===== config.mk =====
export PLATFORM = sky130hd
export DESIGN_NAME = escaped_key_value_row_parser_flat
export DESIGN_NICKNAME = d
export VERILOG_FILES = /design/src/rtl/ekv_pkg.sv /design/src/rtl/ekv_stream_if.sv /design/src/rtl/escaped_key_value_row_parser.sv /design/src/rtl/ekv_in_stage.sv /design/src/rtl/ekv_row_fsm.sv /design/src/rtl/ekv_out_stage.sv /design/src/flat_wrapper.sv
export SDC_FILE = /design/constraint.sdc
export NUM_CORES = 1
export LEC_CHECK = 0
export BUFFER_PORTS_ARGS = -buffer_cell sky130_fd_sc_hd__buf_2
export CORE_MARGIN = 5
export CORE_UTILIZATION = 37
export DETAILED_ROUTE_END_ITERATION = 12
export PLACE_DENSITY = 0.57
export SYNTH_ARGS = -nofsm -noshare
export SYNTH_HDL_FRONTEND = slang
export SYNTH_SLANG_ARGS = --single-unit
export TNS_END_PERCENT = 5

===== constraint.sdc =====
create_clock -name clk -period 4.3 [get_ports clk]
set_input_delay 0.86 -clock clk [delete_from_list [all_inputs] [get_ports clk]]
set_output_delay 0.86 -clock clk [all_outputs]
set_load 0.03 [all_outputs]

===== src/rtl/ekv_pkg.sv =====
// ----------------------------------------------------------------------------
// ekv_pkg
// Shared types, byte codes and defaults for the escaped key/value row parser.
// ----------------------------------------------------------------------------
package ekv_pkg;

  localparam int KEY_CAP_DEF   = 32;
  localparam int VALUE_CAP_DEF = 128;
  localparam int ROW_CAP_DEF   = 32;

  localparam int ROW_LIMIT_W = 6;
  localparam logic [ROW_LIMIT_W-1:0] ROW_LIMIT_RST = 6'd32;

  localparam logic [7:0] CH_TAB     = 8'h09;
  localparam logic [7:0] CH_NL      = 8'h0A;
  localparam logic [7:0] CH_BSL     = 8'h5C;
  localparam logic [7:0] CH_T       = 8'h74;
  localparam logic [7:0] CH_N       = 8'h6E;
  localparam logic [7:0] CTRL_LIMIT = 8'h20;

  typedef struct packed {
    logic [7:0] blob_byte;
    logic       last_byte;
  } in_item_t;

  typedef struct packed {
    logic                   char_valid;
    logic                   in_value_field;
    logic [7:0]             decoded_char;
    logic                   row_done;
    logic                   blob_done;
    logic                   malformed;
    logic [ROW_LIMIT_W-1:0] rows_parsed;
  } out_item_t;

  // Result of one parse step toward the output register.
  typedef struct packed {
    logic      emit;
    out_item_t item;
  } step_res_t;

endpackage


===== src/rtl/ekv_stream_if.sv =====
// ----------------------------------------------------------------------------
// ekv_stream_if
// Valid/ready channel carrying one payload item per transfer.
// ----------------------------------------------------------------------------
interface ekv_stream_if #(
  parameter type payload_t = logic
);
  logic     valid;
  logic     ready;
  payload_t payload;

  modport source (output valid, output payload, input ready);
  modport sink (input valid, input payload, output ready);
endinterface


===== src/rtl/escaped_key_value_row_parser.sv =====
// ----------------------------------------------------------------------------
// escaped_key_value_row_parser
// Decodes a backslash-escaped, tab-separated key/value blob one byte a transfer.
// ----------------------------------------------------------------------------
// Takes one blob byte per cycle while the output keeps up: a byte enters the
// input register, is decoded against the row state and lands in the result
// register; a stalled output holds the byte in the input register. Bytes
// that produce nothing (a raw tab, a backslash, ignored bytes) yield no
// result transfer. A malformed blob sets malformed with rows_parsed zero;
// the consumer drops the rows it stored.
// row_limit must only be written between blobs while the block is idle.
module escaped_key_value_row_parser
  import ekv_pkg::*;
#(
  parameter int KEY_CAP   = KEY_CAP_DEF,
  parameter int VALUE_CAP = VALUE_CAP_DEF,
  parameter int ROW_CAP   = ROW_CAP_DEF
) (
  input logic                   clk,
  input logic                   rst_n,
  ekv_stream_if.sink            in_ch,
  ekv_stream_if.source          out_ch,
  input logic                   cfg_wr_en,
  input logic [ROW_LIMIT_W-1:0] cfg_wr_data
);

  logic [ROW_LIMIT_W-1:0] row_limit_r;
  logic                   adv, s1_valid, proc, in_ready, out_valid;
  in_item_t               s1_item;
  step_res_t              res;
  out_item_t              out_item;

  always_ff @(posedge clk) begin
    if (!rst_n) begin
      row_limit_r <= ROW_LIMIT_RST;
    end else if (cfg_wr_en) begin
      row_limit_r <= cfg_wr_data;
    end
  end

  assign proc = s1_valid && adv;

  ekv_in_stage u_in (
    .clk      (clk),
    .rst_n    (rst_n),
    .in_valid (in_ch.valid),
    .in_ready (in_ready),
    .in_item  (in_ch.payload),
    .adv      (adv),
    .s1_valid (s1_valid),
    .s1_item  (s1_item)
  );

  ekv_row_fsm #(
    .KEY_CAP   (KEY_CAP),
    .VALUE_CAP (VALUE_CAP),
    .ROW_CAP   (ROW_CAP)
  ) u_fsm (
    .clk       (clk),
    .rst_n     (rst_n),
    .proc      (proc),
    .item      (s1_item),
    .row_limit (row_limit_r),
    .res       (res)
  );

  ekv_out_stage u_out (
    .clk       (clk),
    .rst_n     (rst_n),
    .proc      (proc),
    .res       (res),
    .adv       (adv),
    .out_valid (out_valid),
    .out_ready (out_ch.ready),
    .out_item  (out_item)
  );

  assign in_ch.ready    = in_ready;
  assign out_ch.valid   = out_valid;
  assign out_ch.payload = out_item;

endmodule


===== src/rtl/ekv_in_stage.sv =====
// ----------------------------------------------------------------------------
// ekv_in_stage
// Input register: captures one byte per transfer, releases it on advance.
// ----------------------------------------------------------------------------
module ekv_in_stage
  import ekv_pkg::*;
(
  input  logic     clk,
  input  logic     rst_n,
  input  logic     in_valid,
  output logic     in_ready,
  input  in_item_t in_item,
  input  logic     adv,
  output logic     s1_valid,
  output in_item_t s1_item
);

  logic     s1_valid_r, s1_valid_nxt;
  in_item_t s1_item_r;
  logic     in_fire;

  assign in_ready = !s1_valid_r || adv;
  assign in_fire  = in_valid && in_ready;

  always_comb begin
    s1_valid_nxt = s1_valid_r;
    if (in_fire) begin
      s1_valid_nxt = 1'b1;
    end else if (adv) begin
      s1_valid_nxt = 1'b0;
    end
  end

  always_ff @(posedge clk) begin
    if (!rst_n) begin
      s1_valid_r <= 1'b0;
    end else begin
      s1_valid_r <= s1_valid_nxt;
    end
  end

  always_ff @(posedge clk) begin
    if (in_fire) begin
      s1_item_r <= in_item;
    end
  end

  assign s1_valid = s1_valid_r;
  assign s1_item  = s1_item_r;

endmodule


===== src/rtl/ekv_row_fsm.sv =====
// ----------------------------------------------------------------------------
// ekv_row_fsm
// Row parse state: escape decoding, field lengths, row count, error and limit.
// ----------------------------------------------------------------------------
module ekv_row_fsm
  import ekv_pkg::*;
#(
  parameter int KEY_CAP   = KEY_CAP_DEF,
  parameter int VALUE_CAP = VALUE_CAP_DEF,
  parameter int ROW_CAP   = ROW_CAP_DEF
) (
  input  logic                   clk,
  input  logic                   rst_n,
  input  logic                   proc,
  input  in_item_t               item,
  input  logic [ROW_LIMIT_W-1:0] row_limit,
  output step_res_t              res
);

  localparam int KW  = $clog2(KEY_CAP);
  localparam int VW  = $clog2(VALUE_CAP);
  localparam int RCW = (ROW_CAP >= 63) ? ROW_LIMIT_W : $clog2(ROW_CAP + 1);

  logic           value_phase_r, value_phase_nxt;
  logic           escape_pending_r, escape_pending_nxt;
  logic [KW-1:0]  key_length_r, key_length_nxt;
  logic [VW-1:0]  value_length_r, value_length_nxt;
  logic [RCW-1:0] row_count_r, row_count_nxt;
  logic           error_seen_r, error_seen_nxt;
  logic           limit_reached_r, limit_reached_nxt;

  logic       row_start, lim_eff, have, row_ended, newerr, cv, iv, rd;
  logic [7:0] ch, b;

  assign b = item.blob_byte;

  always_comb begin
    value_phase_nxt    = value_phase_r;
    escape_pending_nxt = escape_pending_r;
    key_length_nxt     = key_length_r;
    value_length_nxt   = value_length_r;
    row_count_nxt      = row_count_r;
    have      = 1'b0;
    row_ended = 1'b0;
    newerr    = 1'b0;
    cv        = 1'b0;
    iv        = 1'b0;
    rd        = 1'b0;
    ch        = 8'h00;

    row_start = !error_seen_r && !limit_reached_r && !value_phase_r && !escape_pending_r
                && (key_length_r == '0);
    lim_eff = limit_reached_r
              || (row_start && ((ROW_LIMIT_W'(row_count_r) >= row_limit)
                                || (32'(row_count_r) >= 32'(ROW_CAP))));

    if (!error_seen_r && !lim_eff) begin
      if (escape_pending_r) begin
        escape_pending_nxt = 1'b0;
        if (b == CH_BSL) begin
          ch   = CH_BSL;
          have = 1'b1;
        end else if (b == CH_T) begin
          ch   = CH_TAB;
          have = 1'b1;
        end else if (b == CH_N) begin
          ch   = CH_NL;
          have = 1'b1;
        end else begin
          newerr = 1'b1;
        end
      end else if (b == CH_NL) begin
        if (!value_phase_r) begin
          newerr = 1'b1;
        end else begin
          row_count_nxt    = row_count_r + RCW'(1);
          rd               = 1'b1;
          row_ended        = 1'b1;
          value_phase_nxt  = 1'b0;
          key_length_nxt   = '0;
          value_length_nxt = '0;
        end
      end else if (b == CH_TAB && !value_phase_r) begin
        value_phase_nxt = 1'b1;
      end else if (b == CH_BSL) begin
        escape_pending_nxt = 1'b1;
      end else if (b < CTRL_LIMIT) begin
        newerr = 1'b1;
      end else begin
        ch   = b;
        have = 1'b1;
      end

      if (have) begin
        if (!value_phase_r) begin
          if (key_length_r == KW'(KEY_CAP - 1)) begin
            newerr = 1'b1;
          end else begin
            key_length_nxt = key_length_r + KW'(1);
            cv = 1'b1;
          end
        end else begin
          if (value_length_r == VW'(VALUE_CAP - 1)) begin
            newerr = 1'b1;
          end else begin
            value_length_nxt = value_length_r + VW'(1);
            cv = 1'b1;
            iv = 1'b1;
          end
        end
      end

      if (!newerr && item.last_byte && !row_ended) begin
        newerr = 1'b1;
      end
      if (newerr) begin
        cv = 1'b0;
        iv = 1'b0;
        rd = 1'b0;
      end
    end

    error_seen_nxt    = error_seen_r || newerr;
    limit_reached_nxt = lim_eff;

    res.emit                = cv || rd || newerr || item.last_byte;
    res.item.char_valid     = cv;
    res.item.in_value_field = iv;
    res.item.decoded_char   = cv ? ch : 8'h00;
    res.item.row_done       = rd;
    res.item.blob_done      = item.last_byte;
    res.item.malformed      = error_seen_nxt;
    res.item.rows_parsed    = error_seen_nxt ? '0 : ROW_LIMIT_W'(row_count_nxt);
  end

  always_ff @(posedge clk) begin
    if (!rst_n) begin
      value_phase_r    <= 1'b0;
      escape_pending_r <= 1'b0;
      key_length_r     <= '0;
      value_length_r   <= '0;
      row_count_r      <= '0;
      error_seen_r     <= 1'b0;
      limit_reached_r  <= 1'b0;
    end else if (proc) begin
      if (item.last_byte) begin
        value_phase_r    <= 1'b0;
        escape_pending_r <= 1'b0;
        key_length_r     <= '0;
        value_length_r   <= '0;
        row_count_r      <= '0;
        error_seen_r     <= 1'b0;
        limit_reached_r  <= 1'b0;
      end else begin
        value_phase_r    <= value_phase_nxt;
        escape_pending_r <= escape_pending_nxt;
        key_length_r     <= key_length_nxt;
        value_length_r   <= value_length_nxt;
        row_count_r      <= row_count_nxt;
        error_seen_r     <= error_seen_nxt;
        limit_reached_r  <= limit_reached_nxt;
      end
    end
  end

`ifndef SYNTHESIS
  a_blob_end_clears: assert property (@(posedge clk) disable iff (!rst_n)
    proc && item.last_byte |=> (row_count_r == '0) && !error_seen_r && !limit_reached_r
                               && !value_phase_r && !escape_pending_r)
    else $error("parse state not cleared after blob end");

  a_row_count_cap: assert property (@(posedge clk) disable iff (!rst_n)
    32'(row_count_r) <= 32'(ROW_CAP))
    else $error("row count beyond cap");

  a_row_done_clean: assert property (@(posedge clk) disable iff (!rst_n)
    proc && res.item.row_done |-> !res.item.char_valid && !res.item.malformed
                                  && res.emit)
    else $error("row completion mixed with character or error");

  a_error_holds: assert property (@(posedge clk) disable iff (!rst_n)
    proc && error_seen_r && !item.last_byte |=> error_seen_r)
    else $error("error dropped before blob end");
`endif

endmodule


===== src/rtl/ekv_out_stage.sv =====
// ----------------------------------------------------------------------------
// ekv_out_stage
// Result register: holds one result until its transfer completes.
// ----------------------------------------------------------------------------
module ekv_out_stage
  import ekv_pkg::*;
(
  input  logic      clk,
  input  logic      rst_n,
  input  logic      proc,
  input  step_res_t res,
  output logic      adv,
  output logic      out_valid,
  input  logic      out_ready,
  output out_item_t out_item
);

  logic      out_valid_r, out_valid_nxt;
  out_item_t out_item_r;

  assign adv = !out_valid_r || out_ready;

  always_comb begin
    out_valid_nxt = out_valid_r;
    if (adv) begin
      out_valid_nxt = proc && res.emit;
    end
  end

  always_ff @(posedge clk) begin
    if (!rst_n) begin
      out_valid_r <= 1'b0;
    end else begin
      out_valid_r <= out_valid_nxt;
    end
  end

  always_ff @(posedge clk) begin
    if (proc && res.emit) begin
      out_item_r <= res.item;
    end
  end

  assign out_valid = out_valid_r;
  assign out_item  = out_item_r;

endmodule


===== src/flat_wrapper.sv =====
// flat-port wrapper written by rule: the top's interface ports become plain ports
module escaped_key_value_row_parser_flat import ekv_pkg::*;
#(
  parameter int KEY_CAP   = KEY_CAP_DEF,
  parameter int VALUE_CAP = VALUE_CAP_DEF,
  parameter int ROW_CAP   = ROW_CAP_DEF
)
  (clk, rst_n, cfg_wr_en, cfg_wr_data, in_ch_valid, in_ch_payload, in_ch_ready, out_ch_valid, out_ch_payload, out_ch_ready);
  ekv_stream_if #(.payload_t(in_item_t)) in_ch_i ();
  ekv_stream_if #(.payload_t(out_item_t)) out_ch_i ();
  input logic clk;
  input logic rst_n;
  input logic cfg_wr_en;
  input logic [ROW_LIMIT_W-1:0] cfg_wr_data;
  input wire logic [$bits(in_ch_i.valid)-1:0] in_ch_valid;
  input wire logic [$bits(in_ch_i.payload)-1:0] in_ch_payload;
  output wire logic [$bits(in_ch_i.ready)-1:0] in_ch_ready;
  output wire logic [$bits(out_ch_i.valid)-1:0] out_ch_valid;
  output wire logic [$bits(out_ch_i.payload)-1:0] out_ch_payload;
  input wire logic [$bits(out_ch_i.ready)-1:0] out_ch_ready;
  assign in_ch_i.valid = in_ch_valid;
  assign in_ch_i.payload = in_ch_payload;
  assign in_ch_ready = in_ch_i.ready;
  assign out_ch_valid = out_ch_i.valid;
  assign out_ch_payload = out_ch_i.payload;
  assign out_ch_i.ready = out_ch_ready;
  escaped_key_value_row_parser #(.KEY_CAP(KEY_CAP), .VALUE_CAP(VALUE_CAP), .ROW_CAP(ROW_CAP)) u_core (.clk(clk), .rst_n(rst_n), .in_ch(in_ch_i), .out_ch(out_ch_i), .cfg_wr_en(cfg_wr_en), .cfg_wr_data(cfg_wr_data));
endmodule

After elaboration in Yosys (flattened, before gate mapping) --
Cells that the tools add are included.
Storage, ports and cells: register bits 58, bits in latches 0, bits in writable memories 0, memory bits (read-only) 0, input port bits 20, output and inout port bits 21, logic and storage cells 155, memories 0
Cells by class: add/sub/neg operators 3, multiply operators 0, divide/modulo/power cells 0, order comparisons 3, equality and inequality tests 8, shift operators 0, mux-type cells 82, bitwise gates (word level) 3, reduce and logical (&&, ||, !) cells 37
Operators with widths (number):
- 7-bit two-way mux | 9
- 1-bit two-way mux | 53
- 5-bit two-way mux | 8
- 8-bit two-way mux | 5
- 6-bit two-way mux | 5
- 8-bit by 7-bit equality test with 1-bit output (second input constant) | 3
- 8-bit by 4-bit equality test with 1-bit output (second input constant) | 2
- 1-bit logical AND | 12
- 1-bit zero test | 9
- 1-bit logical OR | 8
- 8-bit by 6-bit less-than comparator with 1-bit output (second input constant) | 1
- 4-bit two-way mux | 2
- 7-bit by 1-bit adder with 7-bit output (second input constant) | 1
- 7-bit equality test (second input constant) | 1
- 6-bit by 1-bit adder with 6-bit output (second input constant) | 1
- 6-bit greater-or-equal comparator | 1
- 6-bit greater-or-equal comparator (second input constant) | 1
- 5-bit by 1-bit adder with 5-bit output (second input constant) | 1
- 5-bit equality test (second input constant) | 1
- 5-bit zero test | 1
- 2-bit AND reduction | 2
- 4-bit AND reduction | 1
- 2-bit nonzero test | 2
- 4-bit OR reduction | 1
- 3 further kinds | 5

Depth between registers and ports, before layout --
Gate-level depths: netlist (run 1).
depth after elaboration 23, gate-level depth with buffers 10

Cells and area by module --
From an unflattened synthesis (run 1), not the netlist that was laid out.
Second synthesis, totals: cell total of the unflattened synthesis 326, area total of the unflattened synthesis 3261.9 µm²
Modules (own cells, without submodules):
- ekv_row_fsm | instances 1, cells an instance 268, area each 2078.2 µm², seq. area each 440.4 µm²
- ekv_out_stage | instances 1, cells an instance 24, area each 623.1 µm², seq. area each 590.6 µm²
- ekv_in_stage | instances 1, cells an instance 14, area each 327.8 µm², seq. area each 290.3 µm²
- escaped_key_value_row_parser | instances 1, cells an instance 20, area each 232.7 µm², seq. area each 120.1 µm²

Least setup slack after synthesis (run 1) --
No wires, ideal clock.
path kind flip-flop to flip-flop, start register u_core.u_in.s1_item_r, in the netlist u_core.u_in.s1_item[4], end register u_core.u_out.out_item_r, in the netlist u_core.u_out.out_item[0] (enable), library setup time 0.425 ns, arrival time 2.979 ns, required time 3.875 ns, path slack 0.897 ns, stages on the path, launching flop included 7, buffers on the path 1, clock period less this slack 3.403 ns, cells stage by stage edfxtp_1 > nor3b_1 > and4_1 > buf_4 > o32a_2 > nor3b_1 > o31ai_1
Between the ends: cells in the longest elaborated chain, start to end 21
Ends and longest elaborated chain:
- start, declared | RTL line ekv_in_stage.sv:19 | in_item_t s1_item_r;
- start signal, assigned | RTL line ekv_in_stage.sv:44 | s1_item_r <= in_item;
- 8-bit by 6-bit less-than comparator with 1-bit output | RTL line ekv_row_fsm.sv:87 | end else if (b < CTRL_LIMIT) begin
- 1-bit two-way mux | RTL line ekv_row_fsm.sv:87
- 1-bit two-way mux | RTL line ekv_row_fsm.sv:85 | end else if (b == CH_BSL) begin
- 1-bit two-way mux | RTL line ekv_row_fsm.sv:83 | end else if (b == CH_TAB && !value_phase_r) begin
- 1-bit two-way mux | RTL line ekv_row_fsm.sv:72 | end else if (b == CH_NL) begin
- 1-bit two-way mux | RTL line ekv_row_fsm.sv:58 | if (escape_pending_r) begin
- 1-bit two-way mux, on equally long branches | RTL line ekv_row_fsm.sv:96, ekv_row_fsm.sv:103
- 1-bit two-way mux | RTL line ekv_row_fsm.sv:95 | if (!value_phase_r) begin
- [... 3 more ...]
- 1-bit logical AND (2 in series) | RTL line ekv_row_fsm.sv:113 | if (!newerr && item.last_byte && !row_ended) begin
- 1-bit two-way mux | RTL line ekv_row_fsm.sv:113
- 1-bit two-way mux | RTL line ekv_row_fsm.sv:57 | if (!error_seen_r && !lim_eff) begin
- 1-bit two-way mux | RTL line ekv_row_fsm.sv:116 | if (newerr) begin
- 1-bit two-way mux | RTL line ekv_row_fsm.sv:57
- 1-bit logical OR | RTL line ekv_row_fsm.sv:126 | res.emit = cv || rd || newerr || item.last_byte;
- 1-bit logical OR * (2 in series) | RTL line ekv_row_fsm.sv:126
- 1-bit logical AND * | RTL line ekv_out_stage.sv:39 | if (proc && res.emit) begin
- end signal, assigned | RTL line ekv_out_stage.sv:40 | out_item_r <= res.item;
- end, declared | RTL line ekv_out_stage.sv:19 | out_item_t out_item_r;
Mark *: on every way between the ends. The rest lies on a longest branch, timed or not. The select of a mux whose other input is x is not followed. A chain may end at the register's enable or synchronous reset.

Final worst setup path (run 1) --
start register u_core.u_fsm.escape_pending_r, end register u_core.u_out.out_item_r, in the netlist u_core.u_out.out_item[4] (enable)
Between the ends: cells in the longest elaborated chain, start to end 16
Ends and longest elaborated chain:
- start, declared | RTL line ekv_row_fsm.sv:25 | logic escape_pending_r, escape_pending_nxt;
- start signal, assigned | RTL line ekv_row_fsm.sv:156 | escape_pending_r <= escape_pending_nxt;
- 1-bit two-way mux | RTL line ekv_row_fsm.sv:58
- 1-bit two-way mux, on equally long branches | RTL line ekv_row_fsm.sv:96, ekv_row_fsm.sv:103
- 1-bit two-way mux | RTL line ekv_row_fsm.sv:95
- 1-bit two-way mux | RTL line ekv_row_fsm.sv:94 | if (have) begin
- 1-bit two-way mux | RTL line ekv_row_fsm.sv:57
- 1-bit zero test | RTL line ekv_row_fsm.sv:113
- 1-bit logical AND (2 in series) | RTL line ekv_row_fsm.sv:113
- 1-bit two-way mux | RTL line ekv_row_fsm.sv:113
- 1-bit two-way mux | RTL line ekv_row_fsm.sv:57
- 1-bit two-way mux | RTL line ekv_row_fsm.sv:116
- 1-bit two-way mux | RTL line ekv_row_fsm.sv:57
- 1-bit logical OR | RTL line ekv_row_fsm.sv:126
- 1-bit logical OR * (2 in series) | RTL line ekv_row_fsm.sv:126
- 1-bit logical AND * | RTL line ekv_out_stage.sv:39
Marks and branches as above.

==> flow_metrics.tcl, run 1 <==
set metrics [dict create \
    crit_path_max_incr_delay_ns 0.79 \
    yosys.area_share.simple 0.240 \
    yosys_warnings 0 \
    holdWs_ns 0.480 \
    synth-xor-area-share 0.0166 \
    netlist_area_um2 3170 \
    pin_count 41 \
    rsz0062_at_grt "no" \
    pwr_density_cell_nw_per_um2 359 \
    core_um2 8260 \
    outcome "finished clean" \
    synthCells 315 \
    synth_edf_count 28 \
    ys_seq_elements 58 \
    ir_worst_vdd_uv 135 \
    initial_core_util 0.383 \
    cts-root-buf "clkbuf_8" \
    syn2layout_area_growth_pct 14.4 \
    cts_tree "done" \
    synth_ff_type "dfxtp_1" \
    cp-end-kind "register" \
    clkTransAtPathRegs_ns 0.08 \
    tns_ns 0 \
    viasPerCell 5.40 \
    synth_cell_type_count 70 \
    grt_max_degree 23 \
    syn_nets 347 \
    fp-row-count 33 \
    initialDrtViolationCount 151 \
    finClkSkew_ns 0.0108 \
    seqCellArea_um2 1440 \
    cts_resized 0 \
    antenna_found_initial 0 \
    vias 2501 \
    drcViolationCount 0 \
    path_class "reg2reg" \
    multiInputGateArea_um2 1580 \
    die_h_um 103 \
    cts-hold-fix-buffers 0 \
    drive_gt1_frac 0.223 \
    clk_latency_ns 0.34 \
    synthTopCellsByArea "edfxtp_1, dfxtp_1, ha_1, nand2_1, nand3_1" \
    hpwlAfterDp_um 5320 \
    nFillCells 828 \
    worstPathArrival_ns 2.72 \
    cts_made_buffers 9 \
    fin_crit_sh 0.627 \
    synth.area.mux_share 0.0158 \
    postLayoutCoreUtil 0.439 \
    hold_violations 0 \
    wl_per_cell_um 15.4 \
    grt_usage 0.144 \
    nets 385 \
    finalMaxSlewViolations 0 \
    period_minus_slack_ns 2.70 \
    synth_top_area_cell "edfxtp_1" \
    path_cells "nor4_2 > and4_1 > o32a_2 > nor3b_1 > o31ai_2 > buf_4" \
    crit_slowest_cell "dfxtp_1" \
    ys_async_sr_fraction 0 \
    overflow 0 \
    die_w_um 103 \
    synth.yosys.seq_area_share 0.455 \
    cap_violations 0 \
    grt_pass1_vias 2394 \
    synth.top_cell.area_share 0.266 \
    worst_pin_slew_ns 0.719 \
    finalSetupViolCount 0 \
    crit_buf_inv 1 \
    crit_path_start_kind "register" \
    dieArea_um2 10500 \
    required_ns 4.32 \
    grt_pass1_wl_um 11800 \
    n_antenna_cell 0 \
    clk_path_buf_depth 2 \
    synth_fa_ha_area_frac 0.0474 \
    drtAntennaViolNets 0 \
    syn_avg_cell_area_um2 10.1 \
    first_pass_iters 4 \
    synth_top_family_by_area "simple AND/OR/NAND/NOR gates" \
    critPathTopFamily "flip-flops" \
    hold_path_class "reg2reg" \
    crit_path_max_fanout 19 \
    clock.fmax_mhz 371 \
    wirelength_um 7130 \
    htreeDepth 3 \
    clock_sinks 58 \
    relSlewSlack 0.520 \
    cts_post_setup_buffers_inserted 0 \
    routabilityCongestion 0.925 \
    synth_compound_area_frac 0.176 \
    portBuffers 40 \
    power.leakage_nw 1.35 \
]
-- state kept, by name (all words and copies together), names as in the netlist --
name / count
u_core.u_fsm.limit_reached_r: 1
u_core.u_in.s1_valid: 1
u_core.u_fsm.error_seen_r: 1
u_core.row_limit_r: 6
u_core.u_fsm.value_phase_r: 1
u_core.u_fsm.escape_pending_r: 1
u_core.u_out.out_item: 19
u_core.u_fsm.row_count_r: 6
u_core.u_in.s1_item: 9
u_core.u_fsm.key_length_r: 5
u_core.u_fsm.value_length_r: 7
u_core.u_out.out_valid: 1
-- layer usage --
| layer | share of wire | vias up | track usage |
|---|---|---|---|
| met1 | 0.48 | 1178 | 0.200 |
| met2 | 0.45 | 65 | 0.215 |
| met5 | 0 | - | 0 |
| met3 | 0.059 | 13 | 0.0419 |
| li1 | - | 1245 | - |
| met4 | 0.016 | 0 | 0.0494 |
-- stage by stage --
step / area [um^2] / worst slack [ns] / power [mW] / std cells
after global routing: 3620 / 1.48 / 1.36 / 463
after floorplan: 3170 / 0.897 / 0.765 / 315
after CTS: 3620 / 1.62 / 1.32 / 463
after global placement: 3420 / 1.65 / 0.807 / 447
final: 3620 / 1.61 / 1.30 / 463
after detailed placement: 3420 / 1.58 / 0.809 / 447
-- kinds of logic (layout without fill, tap and decap cells) --
kind of cell / Yosys count / in the layout
and+or+nand+nor: 134 / 134
AOI/OAI and AO/OA: 69 / 69
DFF: 58 / 58
buffers and inverters: 31 / 74
adders and majority gates: 12 / 12
xor gates and xnor gates: 6 / 6
muxes: 5 / 5
-- layout make-up --
| type | count | share of cell area |
|---|---|---|
| Clock buffer | 9 | 0.0342 |
| Sequential cell | 58 | 0.398 |
| Multi-Input combinational cell | 226 | 0.435 |
| Timing Repair Buffer | 41 | 0.0573 |
| Tap cell | 105 | 0.0363 |
| Clock inverter | 7 | 0.0218 |
| Inverter | 17 | 0.0176 |
-- report_power, final --
part / switching, mW / internal (mW) / total (mW)
registers: 0.0171 / 0.611 / 0.628
clock network: 0.237 / 0.271 / 0.507
logic: 0.110 / 0.0564 / 0.166
-- worst paths after layout --
check | start | end | slack (ns) | cells past startpoint
worst min-delay path | u_core.u_fsm.value_length_r[6] | u_core.u_fsm.value_length_r[6] | 0.48 | 1
worst min register to register | u_core.u_fsm.value_length_r[6] | u_core.u_fsm.value_length_r[6] | 0.48 | 1
worst max-delay path | u_core.u_fsm.escape_pending_r | u_core.u_out.out_item[4] | 1.61 | 6
worst max register to register | u_core.u_fsm.escape_pending_r | u_core.u_out.out_item[4] | 1.61 | 6
-- synthesized netlist by cell type, types with 3 or more instances --
cell      count
nor2_1       23
or3_1         3
nor3_1        7
inv_1        17
buf_6         4
xor2_1        3
a21boi_1      3
nand2_1      28
mux2i_1       5
and2_1        6
a21oi_1      11
and3_1        7
dfxtp_1      30
nand2b_1      3
xnor2_1       3
nand4_1       7
a21boi_0      3
o21ai_0       4
ha_1         12
nand3_1      18
nor2_2        5
nor3b_1       3
edfxtp_1     28
a31oi_1       6
clkbuf_1      7
o21a_1        5
nor2b_1       4
nand3b_1      3
o211ai_1      5
-- cell usage in the layout, fill, tap and decap left out, types with 4 or more instances in the layout --
cell / n
nand2_1: 28
nand3_1: 18
a21oi_1: 11
nand4_1: 7
nor3_1: 7
o21a_1: 5
a31oi_1: 6
o211ai_1: 5
dfxtp_1: 30
mux2i_1: 5
inv_1: 17
ha_1: 12
nor2b_1: 4
nor2_1: 23
edfxtp_1: 28
and3_1: 7
and2_1: 6
buf_2: 40
clkbuf_8: 9
nor2_2: 5
o21ai_0: 4
(Power assumes the default switching activity.)
==> run 2, diff against run 1 <==
- clock period: 4.3 -> 2.8 ns (I/O delays scaled with it)
==> run 2 against run 1 <==
Compared with the run above: first-iteration DRC count grew 30%; setup slack lost 1.4 ns; fmax grew 4.8%; clock power grew 35%; non-clock buffer count grew 6; flip-flop and latch count is the same; utilization grew 0.44 points; combinational power grew 64%; sequential power grew 53%; critical path type unchanged.
==> flow_metrics.tcl, run 2 (synthesis results as in run 1) <==
set metrics [dict create \
    clock_sinks 58 \
    period_minus_slack_ns 2.57 \
    crit_buf_inv 1 \
    rsz0062_at_grt "no" \
    clock.fmax_mhz 389 \
    fin_cells 469 \
    pin_count 41 \
    drcViolationCount 0 \
    htreeDepth 3 \
    clk_latency_ns 0.35 \
    path_class "reg2reg" \
    grt_usage 0.148 \
    wl_per_cell_um 15.6 \
    critPathTopFamily "compound AO/OA/AOI/OAI gates" \
    crit_path_start_kind "register" \
    dp_cells 453 \
    required_ns 2.85 \
    cap_violations 0 \
    clk_path_buf_depth 2 \
    grt_pass1_vias 2376 \
    crit_path_max_incr_delay_ns 0.50 \
    fin_crit_sh 0.918 \
    portBuffers 40 \
    routabilityCongestion 0.928 \
    mostFrequentLayoutCells "buf_2, dfxtp_1, nand2_1, edfxtp_1, nor2_1" \
    cts_tree "done" \
    final_common_cell "buf_2" \
    finalSetupViolCount 0 \
    crit_path_max_fanout 19 \
    n_antenna_cell 0 \
    cts_resized 0 \
    hold_path_class "in2reg" \
    finalMaxSlewViolations 0 \
    cts_post_setup_buffers_inserted 0 \
    total_power_mw 1.92 \
    wirelength_um 7330 \
    hpwlAfterDp_um 5370 \
    dieArea_um2 10500 \
    pwr_density_cell_nw_per_um2 524 \
    cts_made_buffers 9 \
    cts-hold-fix-buffers 0 \
    drive_gt1_frac 0.228 \
    antenna_found_initial 0 \
    crit_slowest_cell "o21ai_2" \
    initial_core_util 0.383 \
    worstPathArrival_ns 2.62 \
    die_h_um 103 \
    largest_register_ffs 19 \
    ir_worst_vdd_uv 216 \
    overflow 0 \
    grt_pass1_wl_um 11900 \
    cts-root-buf "clkbuf_8" \
    clkTransAtPathRegs_ns 0.07 \
    hold_violations 0 \
    drtAntennaViolNets 0 \
    initialDrtViolationCount 196 \
    viasPerCell 5.39 \
    worst_pin_slew_ns 0.729 \
    tns_ns 0 \
    cp-end-kind "register" \
    power.leakage_nw 1.39 \
    vias 2527 \
    syn2layout_area_growth_pct 15.5 \
    path_cells "ha_1 > a21oi_1 > nand3_1 > o21ai_2 > nand2_1 > o31ai_4 > buf_12" \
    core_um2 8260 \
    finClkSkew_ns 0.0147 \
    die_w_um 103 \
    fp-row-count 33 \
    grt_max_degree 23 \
    relSlewSlack 0.512 \
    first_pass_iters 4 \
    nets 391 \
    outcome "finished clean" \
]
run 2: per-layer routing:
| layer | global-route usage | routed length, um |
|---|---|---|
| met1 | 0.205 | 3540 |
| met2 | 0.217 | 3200 |
| met3 | 0.0298 | 419 |
| met4 | 0.0817 | 176 |
| met5 | 0 | 0 |
run 2: worst paths after layout:
check / from / to / slack (ns) / depth (start not counted)
worst min-delay path: in_ch_payload[7] / u_core.u_in.s1_item[7] / 0.38 / 1
worst max register to register: u_core.u_fsm.row_count_r[3] / u_core.u_out.out_item[4] / 0.23 / 7
worst max-delay path: u_core.u_fsm.row_count_r[3] / u_core.u_out.out_item[4] / 0.23 / 7
worst min register to register: u_core.u_fsm.value_length_r[6] / u_core.u_fsm.value_length_r[6] / 0.48 / 1
run 2: stage by stage:
step,setup WS (ns),cell area (um^2),hold slack (ns),utilization
6_report,0.228,3660,0.381,0.443
2_1_floorplan,0.326,3180,0.438,-
5_1_grt,0.0600,3660,0.377,0.443
4_1_cts,0.247,3660,0.375,0.443
3_5_place_dp,0.233,3490,0.469,0.422
3_3_place_gp,0.369,3490,0.475,0.422
run 2: area by class of cell:
| class | count | area (um^2) |
|---|---|---|
| inverters | 17 | 63.8 |
| fillers | 802 | 4600 |
| repair buffers | 47 | 265 |
| flip-flops and latches | 58 | 1440 |
| well taps | 105 | 131 |
| multi-input cells | 226 | 1580 |
| clock inverters | 4 | 17.5 |
| clock buffers | 12 | 155 |
run 2: where the power goes:
part	total [mW]	switching, mW	internal, mW
logic	0.273	0.178	0.0950
clock network	0.683	0.322	0.360
registers	0.963	0.0236	0.939
==> run 3, diff against run 2 <==
- BUFFER_PORTS_ARGS: -buffer_cell sky130_fd_sc_hd__buf_2 -> default
- DONT_BUFFER_PORTS: default -> 1
- PLACE_DENSITY: 0.57 -> 0.53
- clock period: 2.8 -> 3 ns (I/O delays scaled with it)
==> run 3 against run 2 <==
Compared with the run above: final cell count fell by 8.5%; clock skew fell by 0.0075 ns; clock-buffer cell count rose by 1; sequential share of layout area rose by 2.4 points; die area did not move; utilization fell by 2.6 points; fmax fell by 1.3%; critical path depth did not move; first-iteration DRC count fell by 16%; register-to-register slack improved by 0.17 ns.
==> flow_metrics.tcl, run 3 (synthesis results as in run 1) <==
set metrics [dict create \
    drcViolationCount 0 \
    cts_resized 0 \
    relSlewSlack 0.604 \
    final_common_cell "dfxtp_1" \
    cap_violations 0 \
    nets 351 \
    initialDrtViolationCount 165 \
    syn2layout_area_growth_pct 8.81 \
    crit_path_start_kind "register" \
    path_cells "ha_1 > a21oi_1 > nand3_1 > o21ai_2 > nand2_1 > o31ai_4 > buf_4" \
    power.leakage_nw 1.22 \
    hpwlAfterDp_um 5340 \
    die_w_um 103 \
    finClkSkew_ns 0.00722 \
    startpoint "u_core.u_fsm.row_count_r[3]" \
    holdCritStartpoint "in_ch_payload[4]" \
    tns_ns 0 \
    routabilityCongestion 0.800 \
    ir_worst_vdd_uv 183 \
    grt_pass1_wl_um 11800 \
    viasPerCell 5.45 \
    clk_latency_ns 0.34 \
    grt_max_degree 23 \
    cts_post_setup_buffers_inserted 0 \
    portBuffers 0 \
    finalMaxSlewViolations 0 \
    path_class "reg2reg" \
    period_minus_slack_ns 2.61 \
    worst_pin_slew_ns 0.594 \
    pwr_density_cell_nw_per_um2 509 \
    crit_path_max_fanout 19 \
    clock_sinks 58 \
    wirelength_um 7260 \
    dp_cells 413 \
    fin_cells 429 \
    dpl_cell_area_um2 3270 \
    largest_register_ffs 19 \
    vias 2336 \
    wl_met1_um 3490 \
    required_ns 3.03 \
    ff2ff_setup_slack_ns 0.39 \
    cts_made_buffers 9 \
    grt_pass1_vias 2280 \
    core_um2 8260 \
    initial_core_util 0.383 \
    wl_met3_um 433 \
    highest_layer "met4" \
    total_power_mw 1.75 \
    die_h_um 103 \
    cts-root-buf "clkbuf_8" \
    mostFrequentLayoutCells "dfxtp_1, nand2_1, edfxtp_1, nor2_1, nand3_1" \
    drive_gt1_frac 0.133 \
    clk_path_buf_depth 2 \
    outcome "finished clean" \
    wl_met2_um 3240 \
    htreeDepth 3 \
    dieArea_um2 10500 \
    hold_violations 0 \
    fp-row-count 33 \
    n_antenna_cell 0 \
    first_pass_iters 5 \
    worstPathArrival_ns 2.63 \
    clock.fmax_mhz 384 \
    fin_crit_sh 0.868 \
    drtAntennaViolNets 0 \
    postLayoutCellArea_um2 3450 \
    grt_usage 0.149 \
    pin_count 41 \
    cts-hold-fix-buffers 0 \
    antenna_found_initial 0 \
    rsz0062_at_grt "no" \
    clkTransAtPathRegs_ns 0.07 \
    cts_tree "done" \
    rr_startpoint "u_core.u_fsm.row_count_r[3]" \
    hold_path_class "in2reg" \
    finalSetupViolCount 0 \
    overflow 0 \
    cp-end-kind "register" \
    wl_per_cell_um 16.9 \
    crit_slowest_cell "o21ai_2" \
    crit_path_max_incr_delay_ns 0.50 \
]
run 3: layer usage:
metal / global-route usage / vias to the layer above
met2: 0.214 / 63
met3: 0.0487 / 11
met5: 0 / -
met4: 0.0626 / 0
met1: 0.207 / 1080
li1: - / 1182
run 3: power by group:
| group | switching [mW] | leakage, nW | internal [mW] |
|---|---|---|---|
| Clock | 0.300 | 0.0908 | 0.340 |
| Combinational | 0.0998 | 0.613 | 0.0619 |
| Sequential | 0.0734 | 0.517 | 0.879 |
| Total | 0.473 | 1.22 | 1.28 |
run 3: worst paths after layout:
path,cells after the start,endpoint
worst max register to register,7,u_core.u_out.out_item[13]
worst min-delay path,0,u_core.u_in.s1_item[4]
worst max-delay path,7,u_core.u_out.out_item[13]
worst min register to register,2,u_core.row_limit_r[5]
run 3: layout make-up:
type	count	area, um^2
clock buffer	13	159
inverter	17	63.8
tap	105	131
fill	839	4810
multi-input combinational	226	1580
clock inverter	3	13.8
sequential	58	1440
timing repair buffer	7	52.6
run 3: through the flow:
stage / hold WS, ns / util / setup WS (ns)
floorplan: 0.438 / - / 0.183
global placement: 0.468 / 0.396 / 0.470
detailed placement: 0.483 / 0.396 / 0.379
CTS: 0.329 / 0.417 / 0.366
global route: 0.327 / 0.417 / 0.181
finish: 0.350 / 0.417 / 0.395
run 3: critical path: cells and delay by family (launching register included):
kind / cells / cell delay, ns
buffers and inverters: 1 / 0.29
AOI/OAI and AO/OA: 3 / 0.91
adders and majority gates: 1 / 0.29
DFF: 1 / 0.46
and+or+nand+nor: 2 / 0.33
